## config.mk

```make
export PLATFORM = sky130hd
export DESIGN_NAME = lwd_front_flat
export DESIGN_NICKNAME = d
export VERILOG_FILES = /design/src/rtl/lwd_pkg.sv /design/src/rtl/lwd_if.sv /design/src/rtl/lwd_front.sv /design/src/flat_wrapper.sv
export SDC_FILE = /design/constraint.sdc
export NUM_CORES = 1
export LEC_CHECK = 0
export ABC_AREA = 1
export BUFFER_PORTS_ARGS = -buffer_cell sky130_fd_sc_hd__buf_2
export CAP_MARGIN = 20
export CORE_ASPECT_RATIO = 1.25
export CORE_UTILIZATION = 25
export DETAILED_ROUTE_END_ITERATION = 12
export SLEW_MARGIN = 10
export SYNTH_ARGS = -nofsm -noshare
export SYNTH_HDL_FRONTEND = slang
export SYNTH_SLANG_ARGS = --single-unit
```

## constraint.sdc

```tcl
create_clock -name clk -period 2.6 [get_ports clk]
set_input_delay 0.39 -clock clk [delete_from_list [all_inputs] [get_ports clk]]
set_output_delay 0.39 -clock clk [all_outputs]
set_load 0.01 [all_outputs]
```

## src/rtl/lwd_pkg.sv

```systemverilog
// Shared types, constants and helpers for the D2Q5 lattice wave block.
// No dependencies; every other file but lwd_ram imports this package.
package lwd_pkg;

    localparam int DEF_GRID_COLS = 256;
    localparam int DEF_GRID_ROWS = 256;
    localparam int NUM_DIRS      = 5;
    localparam int DATA_W        = 32;
    localparam int C2_FRAC       = 16;

    localparam int CFG_IDX_W  = 2;
    localparam int CFG_DATA_W = 15;

    localparam logic [CFG_IDX_W-1:0] REG_SOURCE_COL    = 2'd0;
    localparam logic [CFG_IDX_W-1:0] REG_SOURCE_ROW    = 2'd1;
    localparam logic [CFG_IDX_W-1:0] REG_SPEED_SQUARED = 2'd2;

    localparam logic [7:0]  RST_SOURCE_COL    = 8'd128;
    localparam logic [7:0]  RST_SOURCE_ROW    = 8'd128;
    localparam logic [14:0] RST_SPEED_SQUARED = 15'd16384;

    localparam logic MODE_STEP = 1'b0;
    localparam logic MODE_READ = 1'b1;

    typedef struct packed {
        logic               mode;
        logic signed [23:0] source_density;
        logic [7:0]         cell_col;
        logic [7:0]         cell_row;
    } in_item_t;

    typedef struct packed {
        logic signed [31:0] density;
        logic               step_done;
    } out_item_t;

    typedef struct packed {
        logic     valid;
        in_item_t item;
    } queue_head_t;

    typedef struct packed {
        logic [7:0]  source_col;
        logic [7:0]  source_row;
        logic [14:0] speed_squared;
    } cfg_t;

    typedef struct packed {
        logic clearing;
        logic sweeping;
    } eng_status_t;

    // clamp to the signed 32-bit range
    function automatic logic signed [31:0] sat32(input logic signed [39:0] v);
        logic signed [31:0] r;
        if (v > 40'sd2147483647)
            r = 32'sh7fffffff;
        else if (v < -40'sd2147483648)
            r = 32'sh80000000;
        else
            r = v[31:0];
        return r;
    endfunction

endpackage

```

## src/rtl/lwd_if.sv

```systemverilog
// Valid/ready channel interfaces for request and result items.
// Depends on lwd_pkg for the payload structs.
interface lwd_in_if import lwd_pkg::*; ();
    logic     valid;
    logic     ready;
    in_item_t payload;
    modport source (output valid, output payload, input ready);
    modport sink (input valid, input payload, output ready);
endinterface


```

## src/rtl/lwd_front.sv

```systemverilog
// Front end: accepts requests into a two-entry queue for the engine.
// Depends on lwd_pkg and lwd_if.
module lwd_front import lwd_pkg::*; (
    input  logic         clk,
    input  logic         rst_n,
    lwd_in_if.sink       items,
    input  logic         clearing,
    input  logic         pop,
    output queue_head_t  head
);
    in_item_t   ent_reg [2];
    logic       wptr_reg, wptr_next;
    logic       rptr_reg, rptr_next;
    logic [1:0] count_reg, count_next;
    logic       push;

    // hold off requests while the queue is full or the lattice is being cleared
    assign items.ready = (count_reg != 2'd2) && !clearing;
    assign push        = items.valid && items.ready;
    assign head.valid  = (count_reg != 2'd0);
    assign head.item   = ent_reg[rptr_reg];

    always_comb
    begin
        wptr_next  = wptr_reg ^ push;
        rptr_next  = rptr_reg ^ pop;
        count_next = count_reg + {1'b0, push} - {1'b0, pop};
    end

    always_ff @(posedge clk)
    begin
        if (push)
        begin
            ent_reg[wptr_reg] <= items.payload;
        end
    end

    always_ff @(posedge clk or negedge rst_n)
    begin
        if (!rst_n)
        begin
            wptr_reg  <= 1'b0;
            rptr_reg  <= 1'b0;
            count_reg <= 2'd0;
        end
        else
        begin
            wptr_reg  <= wptr_next;
            rptr_reg  <= rptr_next;
            count_reg <= count_next;
        end
    end
endmodule

```

## src/flat_wrapper.sv

```systemverilog
// flat-port wrapper written by rule: the top's interface ports become plain ports
module lwd_front_flat import lwd_pkg::*;
  (clk, rst_n, clearing, pop, head, items_valid, items_payload, items_ready);
  lwd_in_if items_i ();
  input  logic clk;
  input  logic rst_n;
  input  logic clearing;
  input  logic pop;
  output queue_head_t head;
  input wire logic [$bits(items_i.valid)-1:0] items_valid;
  input wire logic [$bits(items_i.payload)-1:0] items_payload;
  output wire logic [$bits(items_i.ready)-1:0] items_ready;
  assign items_i.valid = items_valid;
  assign items_i.payload = items_payload;
  assign items_ready = items_i.ready;
  lwd_front u_core (.clk(clk), .rst_n(rst_n), .items(items_i), .clearing(clearing), .pop(pop), .head(head));
endmodule
```

* Word level (Yosys, flattened, before mapping) *
Memory sizes are Yosys's and may differ from the RTL's.
Index checks and enable logic that the tools add are counted.

storage, ports and cells
  logic and storage cells = 15
  output and inout bits = 43
  input port bits = 46
  bits in writable memories = 82
  memories kept = 1
  bits in registers = 4

operators by class
  mux-type cells = 2
  bitwise operators = 2
  $add $sub $neg = 2
  reductions and logical operators = 4
  equal/unequal tests = 1

memory list
  memory          depth  bits a word  rd ports  clocked after Yosys merged registers in  write ports  RTL line         RTL
  u_core.ent_reg  2      41           1         0                                        1            lwd_front.sv:11  in_item_t ent_reg [2];

operators with widths
  kind                                         number
  2-bit by 1-bit adder with 2-bit output       1
  1-bit logical AND                            2
  1-bit two-way mux                            2
  2-bit != test (second input constant)        1
  2-bit nonzero test                           1
  2-bit by 1-bit subtractor with 2-bit output  1
  1-bit XOR                                    2
  1-bit zero test                              1

* Depth between registers and ports, before layout *
Gate-level depths: netlist of the first run.

  depth in word-level cells = 5
  mapped depth = 7
  gate-level depth less buffers = 7

* Worst setup path before layout of the first run *
Ideal clock, no wire load.

  kind = reg-to-reg
  start point = reg u_core.count_reg[1]
  end point = mem u_core.ent_reg[1][0] (netlist bit) (enable)
  library setup time = 0.403 ns
  clock period less this slack = 2.231 ns
  required time = 2.197 ns
  buffers on the path = 0
  data arrival time = 1.829 ns
  path slack = 0.369 ns
  cell stages (with the launch flop) = 5
  path through = dfrtp_1 inv_1 nor2_1 nor3_1 ha_1

between the ends
  cells in the longest elaborated chain, start to end = 5

RTL lines
  item                                     RTL line         RTL
  start, declared                          lwd_front.sv:14  logic [1:0] count_reg, count_next;
  start signal, assigned                   lwd_front.sv:50  count_reg <= count_next;
  2-bit != test                            lwd_front.sv:18  assign items.ready = (count_reg != 2'd2) && !clearing;
  1-bit logical AND                        lwd_front.sv:18
  1-bit logical AND                        lwd_front.sv:19  assign push = items.valid && items.ready;
  1-bit two-way mux                        lwd_front.sv:32  if (push)
  1-bit two-way mux (not written as such)  lwd_front.sv:34  ent_reg[wptr_reg] <= items.payload;
  end, declared                            lwd_front.sv:11

No other way between the ends.

==> impl_results.md, run 1 <==
* Cell count after synthesis at approximately 240
* RR Endpoint: u_core.ent_reg[0][18]
* Initial antenna violation count at 0
* Avg WL per Cell at around 11 um
* FF+latch count, synth at 86
* Synth area leaders: edfxtp_1 72%, o21ai_2 7.6%, inv_1 5.3%
* Hold path start: items_payload[8]
* Placement row count at 47
* Fin crit period at 2.27 ns
* Post-synth EDFFs at approximately 80
* Max-cap violation count at 0
* Syn-to-layout area delta at 24.7%
* Max reg flops at just over 80
* Fin. Hold Viols at 0
* I/O Buffers at 88
* Area of the mapped netlist at ~3400 um^2
* Share of the synthesized area in the top cell type at 0.716
* Starting Density at 0.258
* Total power at 4.17 mW
* DRT Pass-1 Iters at 4
* Die Y at approximately 130 um
* CP Capture Type: primary output
* Ys Warns at 0
* CP Data Required Time at 2.21 ns
* Worst setup SP type: flop
* Synth top cells by count: 82 x edfxtp_1, 49 x inv_1, 47 x nand2_1
* DP Area at between 4000 and 5000 um^2
* Final-report setup violation count at 0
* Reg area at ~2600 um^2
* Number of clock buffers inserted by TritonCTS at 9
* Worst Reg-to-Reg Cells at 5
* Reg clk slew, reported paths at approximately 0.060 ns
* Detailed Route Iter0 Violations at 37
* Worst EP arrival at 1.88 ns
* Worst vdd ir at roughly 0.72 mV
* Largest net degree at the start of global routing at 84
* Setup Fix Bufs, Post-CTS at 0
* Final WL at between 5000 and 6000 um
* Ys async rst share at 0.0465
* Remaining antenna violation count at 0
* Biggest area consumer among synthesized cells: edfxtp_1
* Multi-input logic area at 576 um^2
* Cell Pwr Density at 973 nW/um^2
* Clock power frac at 0.270
* GP Congestion at 0.632
* Nets at just under 400
* Die extent in x at 107 um
* Logic pwr share at 0.251
* Sequential power share at 0.479
* Clk Latency, worst-skew pair at approximately 0.33 ns
* Vias in the first global route at a little under 2000
* Slew Limit Fails at 0
* Dpl hpwl at 3930 um
* Cell Int Power at between 2 and 3 mW
* Status: completed
* Root buffer cell: clkbuf_16
* Area of the die at between 10000 and 15000 um^2
* Maximum clock rate at approximately 440 MHz
* Clock Sinks at 86
* Clk_skew at between 0.007 and 0.008 ns
* Worst r2r src: u_core.count_reg[1]
* Main flop type after synthesis: edfxtp_1
* Post-CTS Hold Buffers at 1
* Final period util at 0.874
* Deepest clock path buffer count at 2
* Setup slack, reg-to-reg at 0.80 ns
* Synthesized area per cell at between 10 and 15 um^2
* Sw frac at 0.323
* Post-synthesis sequential area ratio at 0.745
* Vias per Instance at about 4
* Top-count cell post-synth: edfxtp_1
* Endpoint of the worst hold path: u_core.ent_reg[1][8]
* Design area at approximately 4300 um^2
* Slew headroom at 0.336
* Critical path type: flop to primary output
* Worst hold path depth at 1
* Fin Setup TNS at 0 ns
* Global-route wire length before repair at ~9000 um
* Total track usage at 0.0851
* Yosys cell types at 15
* GR Overflow Total at 0
* CTS tree: done
* Via count at roughly 2000
* CP Max Fanout at 83
* Fill count at roughly 1300
* Diodes inserted at 0
* RSZ-0062 raised after global routing: no
* Leakage power at 1.79 nW
* # DRC at 0
* Core Area at around 13000 um^2
* CTS resizes at 0
* Worst Tran Pin Value at between 0.9 and 1 ns
* Type of the most critical hold path: input pin to flop
* Syn Nets at about 290
* Switch Pwr at 1.35 mW
* H-tree Lvls at 3
* Share of cells above drive strength 1 at 0.405
* Ports at a little under 90
* Post-layout util at 0.321
[placed cells by master (no fill, tap or decap), drive strengths merged]
master	Yosys	routed
buf	8	92
clkbuf	1	9
clkinv	0	3
clkinvlp	0	4
dfrtp	4	4
dlygate4sd3	0	1
edfxtp	82	82
ha	4	4
inv	49	49
nand2	47	47
nand3	1	1
nor2	2	2
nor3	1	1
o21ai	41	41
xor2	1	1
[per-stage QoR]
step | std cells | setup slack [ns] | hold slack, ns
after floorplan | 241 | 0.369 | 0.0944
after global routing | 512 | 0.112 | 0.227
after CTS | 512 | 0.271 | 0.230
final | 512 | 0.327 | 0.245
after detailed placement | 495 | 0.644 | 0.202
after global placement | 495 | 0.713 | 0.199
[power by group through the flow]
stage	Sequential, mW	Combinational, mW	Clock (mW)
after floorplan	1.80	1.00	0
after global placement	2.03	1.05	0
after detailed placement	2.04	1.07	0
after CTS	2.01	1.08	1.17
after global routing	2.05	1.16	1.22
final	2.00	1.05	1.13
[layer usage]
metal  part of all wire  wire length [um]  global-route usage  up-vias
li1                   -                 -                   -      998
met1               0.38              2200              0.0867      958
met2               0.55              3200               0.151       44
met3              0.054               313              0.0313        6
met4              0.016                94              0.0434        0
met5                  0                 0                   0        -
[cell type report]
cell class	instances	share of cell area
Clock buffer	9	0.0525
Clock inverter	7	0.00963
Timing Repair Buffer	93	0.112
Sequential cell	86	0.599
Multi-Input combinational cell	97	0.134
Inverter	49	0.0429
Tap cell	171	0.0499
[worst max-delay path, cell delays in order (launching register included)]
cell	delay, ns
dfrtp_4	1.07
nand2_1	0.16
o21ai_2	0.11
buf_2	0.15
[logic make-up after synthesis]
| kind of cell | synth area share |
|---|---|
| fa+ha+maj | 0.0146 |
| xor+xnor | 0.00255 |
| simple gates | 0.0564 |
| buf+inv | 0.0888 |
| flops | 0.745 |
| compound gates | 0.0924 |
[worst max-delay path by stage]
stage,from,end,depth (start not counted)
detailed placement,u_core.rptr_reg,head[10],3
finish,u_core.rptr_reg,head[10],3
global placement,u_core.rptr_reg,head[22],3
global route,u_core.rptr_reg,head[10],3
floorplan,u_core.count_reg[1],u_core.ent_reg[1][0],4
CTS,u_core.rptr_reg,head[10],3
Note: power is estimated with default switching activity, not from simulation.
==> run 2: changes to the inputs <==
- MAX_ROUTING_LAYER: unset -> met4
==> impl_results.md, run 2 (synthesized netlist as in run 1, its figures left out) <==
* Status: completed
* Worst vdd ir at 0.724 mV (about the same)
* Non-Filler Instances at 512 (unchanged)
* Remaining antenna violation count at 0 (unchanged)
* Slowest stage delay, CP at 1.06 ns (about the same)
* Worst EP arrival at 1.88 ns (about the same)
* Ports at 89 (unchanged)
* Fin Setup TNS at 0 ns (unchanged)
* Final period util at 0.874 (about the same)
* Slew Limit Fails at 0 (unchanged)
* Global-route wire length before repair at 9010 um (about the same)
* Die extent in x at 107 um (unchanged)
* Clk Latency, worst-skew pair at 0.33 ns (about the same)
* Max reg flops at 82 (unchanged)
* H-tree Lvls at 3 (unchanged)
* Most common cell after layout, fill and taps aside: buf_2
* Core Area at 13300 um^2 (unchanged)
* Placement row count at 47 (unchanged)
* Share of cells above drive strength 1 at 0.405 (unchanged)
* Number of clock buffers inserted by TritonCTS at 9 (unchanged)
* Maximum clock rate at 440 MHz (about the same)
* Most frequent cells in the layout: 88 x buf_2, 82 x edfxtp_1, 49 x inv_1
* Largest net degree at the start of global routing at 84 (unchanged)
* Placed cell count at 495 (unchanged)
* Reg clk slew, reported paths at 0.06 ns (about the same)
* Clk_skew at 0.00744 ns (+0.0000102 ns)
* Vias in the first global route at 1924 (-0.052%)
* DRT Pass-1 Iters at 4 (unchanged)
* GP Congestion at 0.637 (+0.79%)
* Post-CTS Hold Buffers at 1 (unchanged)
* Final WL at 5810 um (about the same)
* Syn-to-layout area delta at 24.7% (unchanged)
* Area of the die at 14200 um^2 (unchanged)
* Worst Tran Pin Value at 0.996 ns (-0.0000944 ns)
* # DRC at 0 (unchanged)
* Vias per Instance at 3.92 (about the same)
* Max-cap violation count at 0 (unchanged)
* Setup Fix Bufs, Post-CTS at 0 (unchanged)
* Dpl hpwl at 3930 um (unchanged)
* Slew headroom at 0.336 (about the same)
* Via count at 2005 (-0.050%)
* CP max-delay cell: dfrtp_4
* Critical path type: flop to primary output
* Fin. Hold Viols at 0 (unchanged)
* RSZ-0062 raised after global routing: no
* Switch Pwr at 1.35 mW (about the same)
* Worst setup SP type: flop
* Clock Sinks at 86 (unchanged)
* Final-report setup violation count at 0 (unchanged)
* Initial antenna violation count at 0 (unchanged)
* Root buffer cell: clkbuf_16
* Nets at 386 (unchanged)
* CP Capture Type: primary output
* CTS resizes at 0 (unchanged)
* CP Max Fanout at 83 (unchanged)
* I/O Buffers at 88 (unchanged)
* Crit path cell chain: nand2_1, o21ai_2, buf_2
* Clock power frac at 0.270 (about the same)
* Diodes inserted at 0 (unchanged)
* Type of the most critical hold path: input pin to flop
* Top delay family on crit path: flip-flops
* CP Data Required Time at 2.21 ns (about the same)
* Detailed Route Iter0 Violations at 37 (unchanged)
* Die Y at 133 um (unchanged)
* Starting Density at 0.258 (unchanged)
* Cell Int Power at 2.83 mW (about the same)
* Cell Pwr Density at 973 nW/um^2 (about the same)
* GR Overflow Total at 0 (unchanged)
* Leakage power at 1.79 nW (unchanged)
* Avg WL per Cell at 11.3 um (about the same)
* Fin crit period at 2.27 ns (-0.000511 ns)
* Deepest clock path buffer count at 2 (unchanged)
* Total track usage at 0.0876 (+0.00256)
* CP bufs+invs at 1 (unchanged)
* Sw frac at 0.323 (about the same)
* Sequential power share at 0.479 (about the same)
* Logic pwr share at 0.251 (about the same)
* CTS tree: done
run 2: power groups by stage:
stage	Clock [mW]	Sequential, mW	Combinational (mW)
after floorplan	0	1.80	1.00
after global placement	0	2.03	1.05
after detailed placement	0	2.04	1.07
after CTS	1.17	2.01	1.08
after global routing	1.22	2.05	1.16
final	1.13	2.00	1.05
run 2: path summary, 6_finish.rpt:
check,from,end,slack (ns),depth (start not counted)
min reg2reg,u_core.count_reg[1],u_core.count_reg[1],0.59,3
min,items_payload[8],u_core.ent_reg[1][8],0.25,1
max reg2reg,u_core.count_reg[1],u_core.ent_reg[0][18],0.80,5
max,u_core.rptr_reg,head[10],0.33,3
min in group asynchronous,rst_n,u_core.count_reg[0],0.39,2
max in group asynchronous,rst_n,u_core.rptr_reg,2.08,2
run 2: routing by layer:
metal | share of wire | up-vias | track usage
met3 | 0.053 | 5 | 0.0303
met1 | 0.38 | 957 | 0.0873
met5 | 0 | - | -
li1 | - | 998 | -
met2 | 0.55 | 45 | 0.151
met4 | 0.015 | 0 | 0.0434
run 2: metrics by stage:
step / power (mW) / util / setup slack (ns) / hold slack, ns / cell area [um^2]
floorplan: 2.81 / - / 0.369 / 0.0944 / 3440
global placement: 3.08 / 0.300 / 0.713 / 0.199 / 4010
detailed placement: 3.12 / 0.300 / 0.644 / 0.202 / 4010
CTS: 4.26 / 0.321 / 0.271 / 0.230 / 4290
global route: 4.43 / 0.321 / 0.112 / 0.227 / 4290
finish: 4.17 / 0.321 / 0.327 / 0.246 / 4290
run 2: final cells by class:
type                    instances  area, um^2
flip-flops and latches         86        2570
clock buffers                   9         225
well taps                     171         214
multi-input cells              97         576
inverters                      49         184
fillers                      1346        9060
clock inverters                 7        41.3
repair buffers                 93         480
run 2: worst register-to-register path: stages, from the launching register on:
cell and delay (ns):
dfrtp_1 0.38, inv_1 0.09, nor2_1 0.06, nor3_1 0.33, ha_2 0.27, buf_4 0.32
==> run 3: changes to the inputs <==
- CTS_BUF_LIST: unset -> sky130_fd_sc_hd__clkbuf_8
==> impl_results.md, run 3 (synthesized netlist as in run 1, its figures left out) <==
* Status: completed
* Setup slack, reg-to-reg at 0.79 ns (about the same)
* Deepest clock path buffer count at 2 (unchanged)
* Slew headroom at 0.335 (-0.00115)
* Placement row count at 47 (unchanged)
* Crit path cell chain: nand2_1, o21ai_2, buf_2
* Max reg flops at 82 (unchanged)
* Top delay family on crit path: flip-flops
* Starting Density at 0.258 (unchanged)
* Number of clock buffers inserted by TritonCTS at 9 (unchanged)
* Ports at 89 (unchanged)
* Cell Pwr Density at 915 nW/um^2 (-6.0%)
* Critical path type: flop to primary output
* Maximum clock rate at 434 MHz (-1.4%)
* Share of cells above drive strength 1 at 0.405 (unchanged)
* Die Y at 133 um (unchanged)
* Slowest stage delay, CP at 1.07 ns (about the same)
* Worst Tran Pin Value at 0.997 ns (+0.00173 ns)
* Worst setup SP type: flop
* CP Data Required Time at 2.21 ns (about the same)
* Clk Latency, worst-skew pair at 0.35 ns (+0.02 ns)
* Worst vdd ir at 0.723 mV (-0.23%)
* GP Congestion at 0.637 (unchanged)
* Nets at 386 (unchanged)
* Remaining antenna violation count at 0 (unchanged)
* Pre-CTS setup slack at 0.644 ns (unchanged)
* Initial antenna violation count at 0 (unchanged)
* Type of the most critical hold path: input pin to flop
* Die extent in x at 107 um (unchanged)
* Largest net degree at the start of global routing at 84 (unchanged)
* Final WL at 5780 um (-0.55%)
* Setup Fix Bufs, Post-CTS at 0 (unchanged)
* Total track usage at 0.0878 (+0.000107)
* CTS tree: done
* Clk_skew at 0.0106 ns (+0.00320 ns)
* Reg clk slew, reported paths at 0.09 ns (+0.03 ns)
* # DRC at 0 (unchanged)
* CP bufs+invs at 1 (unchanged)
* Max-cap violation count at 0 (unchanged)
* DRT Pass-1 Iters at 4 (unchanged)
* Fin. Hold Viols at 0 (unchanged)
* Avg WL per Cell at 11.3 um (-0.55%)
* Clock Sinks at 86 (unchanged)
* Final-report setup violation count at 0 (unchanged)
* GR Overflow Total at 0 (unchanged)
* RSZ-0062 raised after global routing: no
* Most common cell after layout, fill and taps aside: buf_2
* Root buffer cell: clkbuf_8
* Worst EP arrival at 1.91 ns (+0.03 ns)
* Fin crit period at 2.30 ns (+0.0313 ns)
* CP Max Fanout at 83 (unchanged)
* Global-route wire length before repair at 8980 um (-0.39%)
* Leakage power at 1.74 nW (-2.6%)
* WL met2 at 3220 um (+0.59%)
* Core Area at 13300 um^2 (unchanged)
* Setup ws final at 0.296 ns (-0.0313 ns)
* Slew Limit Fails at 0 (unchanged)
* Area of the die at 14200 um^2 (unchanged)
* H-tree Lvls at 3 (unchanged)
* CP max-delay cell: dfrtp_4
* Highest Signal Layer: met4
* Via count at 2016 (+0.55%)
* Diodes inserted at 0 (unchanged)
* WL met3 at 295 um (-3.3%)
* Vias in the first global route at 1914 (-0.52%)
* DRT met1 WL at 2160 um (-2.8%)
* Syn-to-layout area delta at 21.7%
* Final period util at 0.886 (+0.0121)
* Detailed Route Iter0 Violations at 34 (-8.1%)
* Fin Setup TNS at 0 ns (unchanged)
* I/O Buffers at 88 (unchanged)
* Dpl hpwl at 3930 um (unchanged)
* Most frequent cells in the layout: 88 x buf_2, 82 x edfxtp_1, 49 x inv_1
* CP Capture Type: primary output
* Vias per Instance at 3.94 (+0.55%)
-- run 3: changes by cell type in the layout (fill, tap and decap cells not counted) --
cell / change
clkbuf_16: -9
clkbuf_8: +9
-- run 3: through the flow --
step,cell area [um^2],cells,util,power (mW),hold WS (ns)
floorplan,3440,241,-,2.81,0.0944
CTS,4190,512,0.314,3.92,0.192
global placement,4010,495,0.300,3.08,0.199
detailed placement,4010,495,0.300,3.12,0.202
finish,4190,512,0.314,3.83,0.225
global route,4190,512,0.314,4.09,0.193
-- run 3: path summary, 6_finish.rpt --
| check | startpoint | endpoint | cells past startpoint |
|---|---|---|---|
| min in group asynchronous | rst_n | u_core.count_reg[0] | 2 |
| setup reg to reg | u_core.count_reg[1] | u_core.ent_reg[0][18] | 5 |
| setup / recovery | u_core.rptr_reg | head[10] | 3 |
| hold reg to reg | u_core.count_reg[1] | u_core.count_reg[1] | 3 |
| max in group asynchronous | rst_n | u_core.rptr_reg | 2 |
| hold / removal | items_payload[38] | u_core.ent_reg[1][38] | 1 |
-- run 3: metal layers --
| layer | vias up | GRT usage |
|---|---|---|
| li1 | 996 | - |
| met1 | 966 | 0.0860 |
| met2 | 45 | 0.150 |
| met3 | 9 | 0.0303 |
| met4 | 0 | 0.0495 |
| met5 | - | - |
-- run 3: cell type report --
cell class | instances | area (um^2)
fill | 1355 | 9160
timing repair buffer | 93 | 480
inverter | 49 | 184
sequential | 86 | 2570
clock buffer | 9 | 124
clock inverter | 7 | 41.3
multi-input combinational | 97 | 576
tap | 171 | 214
-- run 3: where the power goes --
group | switching, mW | internal, mW | leakage, nW
logic | 0.588 | 0.457 | 0.878
clock network | 0.450 | 0.336 | 0.0700
registers | 0.267 | 1.73 | 0.796
total | 1.31 | 2.52 | 1.74
-- run 3: what timing repair did --
item	CTS	global route
gates resized for setup	0	0
endpoints found under the hold margin	4	0
hold buffers	1	0
-- run 3: worst reg2reg max path: cells and delay by family (launching register included) --
family	cells	cell delay, ns
buffers and inverters	2	0.41
flip-flops	1	0.39
AND/OR/NAND/NOR	2	0.39
adder cells (fa/ha/maj)	1	0.27
